File: src/mfcd_pkg.sv
// ----------------------------------------------------------------------------
// mfcd_pkg
// Shared widths, reset values, register indexes and stage payload types for
// the motion fall and collision detector.
// ----------------------------------------------------------------------------
package mfcd_pkg;

  localparam int AxisW     = 16;
  localparam int AngleW    = 12;
  localparam int AngleLimW = 11;
  localparam int LimitW    = 16;
  localparam int SquareW   = 31;
  localparam int SumW      = 32;
  localparam int MagW      = 16;
  localparam int CfgIndexW = 2;
  localparam int CfgDataW  = 16;

  localparam logic [AngleLimW-1:0] AngleLimitReset = AngleLimW'(600);
  localparam logic [LimitW-1:0]    AccelLowReset   = LimitW'(10000);
  localparam logic [LimitW-1:0]    AccelHighReset  = LimitW'(20000);
  localparam logic [LimitW-1:0]    RateLimitReset  = LimitW'(100);

  typedef enum logic [CfgIndexW-1:0] {
    REG_ANGLE_LIMIT,
    REG_ACCEL_LOW,
    REG_ACCEL_HIGH,
    REG_RATE_LIMIT
  } cfg_reg_t;

  typedef struct packed {
    logic            valid;
    logic            tilt;
    logic [SumW-1:0] accel_sum;
    logic [SumW-1:0] rate_sum;
  } mfcd_sum_t;

  typedef struct packed {
    logic            valid;
    logic            tilt;
    logic [MagW-1:0] accel_mag;
    logic [MagW-1:0] rate_mag;
  } mfcd_root_t;

endpackage

File: src/mfcd_isqrt_pipe.sv
// ----------------------------------------------------------------------------
// mfcd_isqrt_pipe
// Floor square root of both sums, one result bit per register stage,
// restoring digit-by-digit method.
// ----------------------------------------------------------------------------
module mfcd_isqrt_pipe (
  input  logic                 clk,
  input  logic                 rst,
  input  logic                 adv,
  input  mfcd_pkg::mfcd_sum_t  sum_in,
  output mfcd_pkg::mfcd_root_t root_out
);
  import mfcd_pkg::*;

  localparam int RemW   = MagW + 1;
  localparam int Stages = MagW;

  typedef struct packed {
    logic [RemW-1:0] rem;
    logic [MagW-1:0] root;
  } lane_t;

  typedef struct packed {
    logic            valid;
    logic            tilt;
    logic [SumW-1:0] accel_n;
    logic [SumW-1:0] rate_n;
    lane_t           accel;
    lane_t           rate;
  } stage_t;

  function automatic lane_t root_step(lane_t cur, logic [1:0] pair);
    logic [RemW+1:0] shifted;
    logic [RemW+1:0] trial;
    lane_t           nxt;
    shifted = {cur.rem, pair};
    trial   = {{(RemW - MagW){1'b0}}, cur.root, 2'b01};
    if (shifted >= trial) begin
      nxt.rem  = RemW'(shifted - trial);
      nxt.root = {cur.root[MagW-2:0], 1'b1};
    end else begin
      nxt.rem  = RemW'(shifted);
      nxt.root = {cur.root[MagW-2:0], 1'b0};
    end
    return nxt;
  endfunction

  stage_t stg [Stages+1];

  assign stg[0].valid   = sum_in.valid;
  assign stg[0].tilt    = sum_in.tilt;
  assign stg[0].accel_n = sum_in.accel_sum;
  assign stg[0].rate_n  = sum_in.rate_sum;
  assign stg[0].accel   = '0;
  assign stg[0].rate    = '0;

  for (genvar k = 0; k < Stages; k++) begin : g_stage
    always_ff @(posedge clk) begin
      if (rst) begin
        stg[k+1].valid <= 1'b0;
      end else if (adv) begin
        stg[k+1].valid   <= stg[k].valid;
        stg[k+1].tilt    <= stg[k].tilt;
        stg[k+1].accel_n <= stg[k].accel_n;
        stg[k+1].rate_n  <= stg[k].rate_n;
        stg[k+1].accel   <= root_step(stg[k].accel, stg[k].accel_n[SumW-1-2*k -: 2]);
        stg[k+1].rate    <= root_step(stg[k].rate, stg[k].rate_n[SumW-1-2*k -: 2]);
      end
    end
  end

  assign root_out.valid     = stg[Stages].valid;
  assign root_out.tilt      = stg[Stages].tilt;
  assign root_out.accel_mag = stg[Stages].accel.root;
  assign root_out.rate_mag  = stg[Stages].rate.root;

endmodule

File: config.mk
export PLATFORM = sky130hd
export DESIGN_NAME = mfcd_isqrt_pipe
export DESIGN_NICKNAME = d
export VERILOG_FILES = /design/src/mfcd_pkg.sv /design/src/mfcd_isqrt_pipe.sv
export SDC_FILE = /design/constraint.sdc
export NUM_CORES = 2
export LEC_CHECK = 0
export ABC_AREA = 1
export BUFFER_PORTS_ARGS = -buffer_cell sky130_fd_sc_hd__buf_4
export CAP_MARGIN = 20
export CORE_UTILIZATION = 65
export DETAILED_ROUTE_END_ITERATION = 8
export MAX_ROUTING_LAYER = met4
export PLACE_DENSITY = 0.85
export SETUP_SLACK_MARGIN = 0.02
export SLEW_MARGIN = 10
export SYNTH_ARGS = -nofsm -noshare
export SYNTH_HDL_FRONTEND = slang
export SYNTH_SLANG_ARGS = --single-unit
File: constraint.sdc
create_clock -name clk -period 95 [get_ports clk]
set_input_delay 4.75 -clock clk [delete_from_list [all_inputs] [get_ports clk]]
set_output_delay 4.75 -clock clk [all_outputs]
set_load 0.01 [all_outputs]
== Word level (Yosys, flattened, before mapping) ==
Cells that the tools add are included.

* Flip-flop bits (word level): 1506
* Bits in latches: 0
* RAM bits: 0
* Memory bits (read-only): 0
* Memories kept: 0

* $add $sub $neg: 30
* Multipliers: 0
* Div/mod/pow operators: 0
* Magnitude comparators: 32
* Equality and inequality tests: 0
* Shift operators: 0
* Mux-type cells: 32
* Bitwise gates (word level): 1
* Reduce and logical (&&, ||, !) cells: 1

{| class="wikitable"
|+ Operators with widths
! cell !! number
|-
| 33-bit 2-to-1 mux || 28
|-
| 19-bit by 18-bit greater-or-equal comparator with 1-bit output || 30
|-
| 17-bit subtractor || 28
|-
| 18-bit 2-to-1 mux || 2
|-
| 2-bit by 1-bit subtractor with 3-bit output, second input constant || 2
|-
| 2-bit by 1-bit greater-or-equal comparator with 1-bit output, second input constant || 2
|-
| 1-bit 2-to-1 mux || 2
|-
| 2-bit AND reduction || 1
|-
| 1-bit inverter || 1
|}

== Longest topological paths before layout ==
* Word-level depth: 2
* Mapped depth: 14
* Gate-level depth less buffers: 14

== Least setup slack after synthesis ==
Ideal clock, no wire load.

* Path type: input to register
* From: input port adv
* To: register stg (netlist bit root_out[0]), enable pin
* Arrival time: 56.743 ns
* Required time: 92.106 ns
* Slack: 35.363 ns
* Stages on the path: 4
* Path through: clkbuf_1 clkinv_1 clkbuf_1 nor2_1

* Word-level cells in the longest chain between the ends: 1

{| class="wikitable"
|+ RTL lines
! what !! line !! RTL
|-
| start: declaration || mfcd_isqrt_pipe.sv:9 || <nowiki>input logic adv,</nowiki>
|-
| 2-bit AND reduction (no source line) || -- ||
|-
| end: declaration || mfcd_isqrt_pipe.sv:48 || <nowiki>stage_t stg [Stages+1];</nowiki>
|}

No other way between the ends.
A chain may end at the register's enable or synchronous reset.

== Worst setup path in the final report ==
* From: input port adv
* To: register stg[1320] in the netlist's numbering, enable pin

The elaborated chain is that of the path after synthesis.

==> summary.md <==
| Metric | Value |
|---|---|
| Dominant synthesized flop cell | `edfxtp_1` |
| Slew of the pin with the lowest slew margin | `1.09 ns` |
| CP Launch Type | `input pin` |
| Fillers | `7,171` |
| Pre-CTS setup slack | `84.61 ns` |
| Fin nets | `7,454` |
| Crit Path Max Fanout | `178` |
| Outcome | `finished, final reports clean` |
| Detail Route Antenna Nets | `0` |
| Grt total ovfl | `0` |
| Setup Fix Bufs, Post-CTS | `0` |
| Vias in the first global route | `44,318` |
| Post-Syn Area | `65,300 µm²` |
| Vias/cell | `5.41` |
| Die width | `319 µm` |
| Final setup viols | `0` |
| Port Buf Inserts | `102` |
| Final hold vios | `0` |
| Pleak | `32.3 nW` |
| Yosys top cell by area | `edfxtp_1` |
| Worst hold stages | `0` |
| Post-CTS Resized | `0` |
| Critical path arrival | `9.89 ns` |
| Die Y | `319 µm` |
| Top cell type's share of synthesized area | `57.1%` |
| Clk root buf | `clkbuf_16` |
| Post-DP HPWL | `101,000 µm` |
| Largest cells by area after synthesis | `edfxtp_1 57%, nand2_1 13%, inv_1 7.0%` |
| Tot GR Track Use | `28.1%` |
| Yosys reg bits | `1,258` |
| Final min period | `9.53 ns` |
| Final Cycle Share | `10.0%` |
| Initial antenna violation count | `0` |
| TritonCTS clock tree | `done` |
| Clk network pwr share | `39.2%` |
| Classification of the worst setup path | `in -> reg` |
| Clock-pin slew on the worst setup and hold paths | `0.06 ns` |
| WL/cell | `16.3 µm` |
| Logic pwr share | `10.1%` |
| Core ar. | `99,000 µm²` |
| CTS H-tree depth | `4` |
| Number of synthesized flops with an enable pin | `1,242` |
| Post-synth ARST share | `0%` |
| Drt drc | `0` |
| Gpl congestion | `0.941` |
| # hold bufs at CTS | `0` |
| Sw power | `0.321 mW` |
| DR pass1 iterations | `9` |
| Die Area | `102,000 µm²` |
| Post-Syn Instances | `6,931` |
| Ports | `103` |
| Area Overhead vs Synth | `9.34%` |
| Initial Util | `65.9%` |
| Setup ws final | `85.47 ns` |
| Max-slew headroom | `27.6%` |
| CTS buffer count | `130` |
| R2R cell count | `11` |
| Register area | `37,600 µm²` |
| Max Buffers Root-to-Sink | `3` |
| Fmax achieved | `0.105 GHz` |
| Seq pwr share | `50.7%` |
| Multi-input gate area | `22,300 µm²` |
| Unique masters post-synth | `50` |
| Tot Pwr | `1.30 mW` |
| Largest net degree at the start of global routing | `179` |
| Post-synthesis sequential area ratio | `57.6%` |
| Sw Ratio | `24.8%` |
| Pwr/cell area | `18.2 nW/µm²` |
| Total number of vias | `45,843` |
| Antenna cell count | `0` |
| R2r setup slk | `92.10 ns` |
| Mean Syn Cell Area | `9.42 µm²` |
| Clock sinks | `1,258` |
| Worst hold path class | `reg -> reg` |
| Setup_tns | `0 ns` |
| WHS Endpoint | `stg[1656]` |
| # rows | `115` |
| Pint | `0.974 mW` |
| Crit. End Element | `flop` |
| Maximum VDD drop | `0.0185 mV` |
| Crit path required time | `95.35 ns` |
| Worst-Skew Late Latency | `0.75 ns` |
| Reg2reg end | `stg[809]` |
| DRT iter0 DRCs | `3,783` |
| Clk_skew | `0.0233 ns` |
| FF-to-FF Start | `stg[927]` |
| Hold_sp | `stg[1788]` |
| Final max-slew violation count | `0` |
| RSZ-0062 raised after global routing | `no` |
| Share of layout cells above drive strength 1 | `6.38%` |
| First-pass GRT wire length | `222,000 µm` |
| # Max-Cap Violations | `0` |
| Routed Wire Length | `138,000 µm` |
| Number of synthesis warnings | `0` |
-- kinds of logic (layout without fill, tap and decap cells) --
family / count (synthesis) / after routing / share of synthesized area, %
xor gates and xnor gates: 172 / 172 / 2.31
other: 1 / 2 / 0.00574
adders and majority gates: 304 / 304 / 5.83
AOI/OAI and AO/OA: 434 / 434 / 3.47
DFF: 1258 / 1258 / 57.6
buffers and inverters: 1332 / 1583 / 8.21
and+or+nand+nor: 3430 / 3430 / 22.5
-- stage by stage --
stage / area, µm² / utilization (%) / hold WS [ns] / instances
final: 71400 / 72.1 / 0.407 / 8470
after floorplan: 65300 / - / 0.400 / 6932
after CTS: 71300 / 72.1 / 0.406 / 8468
after global routing: 71400 / 72.1 / 0.411 / 8470
after global placement: 67100 / 67.8 / 0.401 / 8234
after detailed placement: 67100 / 67.8 / 0.405 / 8234
-- worst max-delay path: stages --
cell and delay, ns:
buf_4 0.19, clkinv_1 0.43, nor2_4 0.18, buf_4 0.80, buf_12 0.57, buf_12 0.68, buf_4 0.63, buf_12 0.34
buf_4 0.78
-- final cells by class --
| cell class | count | area share, % |
|---|---|---|
| flip-flops and latches | 1258 | 52.7 |
| multi-input cells | 4342 | 31.3 |
| inverters | 1225 | 6.44 |
| clock buffers | 149 | 4.66 |
| well taps | 1287 | 2.26 |
| repair buffers | 124 | 1.36 |
| clock inverters | 85 | 1.32 |
-- cells in the mapped netlist, types with 14 or more instances --
master and instances:
nand3b_1 57, nor2_1 378, xnor2_1 51, nor2_2 28, buf_6 14, edfxtp_1 1242, nand3_1 355, buf_4 51
buf_2 28, ha_1 304, dfxtp_1 16, nor3_1 66, o21ai_1 23, xor2_1 121, nand2_2 22, nand4_1 184
o21ai_0 120, or2_2 20, nand2_1 2243, a21oi_1 257, inv_1 1215
-- per-layer routing --
| layer | part of all wire, % | vias up | GRT usage (%) |
|---|---|---|---|
| li1 | - | 22962 | - |
| met1 | 42 | 21170 | 34.2 |
| met2 | 50 | 1351 | 47.9 |
| met3 | 5.0 | 360 | 3.69 |
| met4 | 3.5 | 0 | 10.4 |
| met5 | 0 | - | - |
-- how the worst max path moves through the flow --
stage	from	slack (ns)	cells after the start	endpoint
final	adv	85.47	9	stg[1320]
after global routing	adv	85.12	9	stg[1270]
after CTS	adv	85.41	8	stg[1270]
after detailed placement	adv	84.61	8	stg[1271]
after global placement	adv	84.70	8	stg[1452]
after floorplan	adv	35.36	4	root_out[0]
-- power by group through the flow --
stage	combinational (mW)	sequential [mW]	clock [mW]
final	0.132	0.657	0.507
after global routing	0.149	0.659	0.537
after CTS	0.131	0.657	0.517
after detailed placement	0.130	0.668	0
after global placement	0.126	0.667	0
after floorplan	0.0985	0.707	0
-- registers in the layout, summed over array words and instances, names as in the netlist --
name / count
root_out: 34
stg: 1224
-- placed cells by master (no fill, tap or decap), drive strengths merged, types with 7 or more instances in the layout --
master,synthesis,layout
xor2,121,121
nor2,413,413
clkinvlp,0,15
nand3,373,373
nand3b,57,57
edfxtp,1242,1242
bufinv,0,12
buf,95,124
o21ai,151,151
inv,1224,1233
ha,304,304
xnor2,51,51
clkinv,1,50
dfxtp,16,16
a21oi,258,258
and3,7,7
or2,24,24
nand2,2268,2268
nand4,186,186
clkbuf,12,149
nor3,82,82
and2,11,11
(Power assumes the default switching activity.)
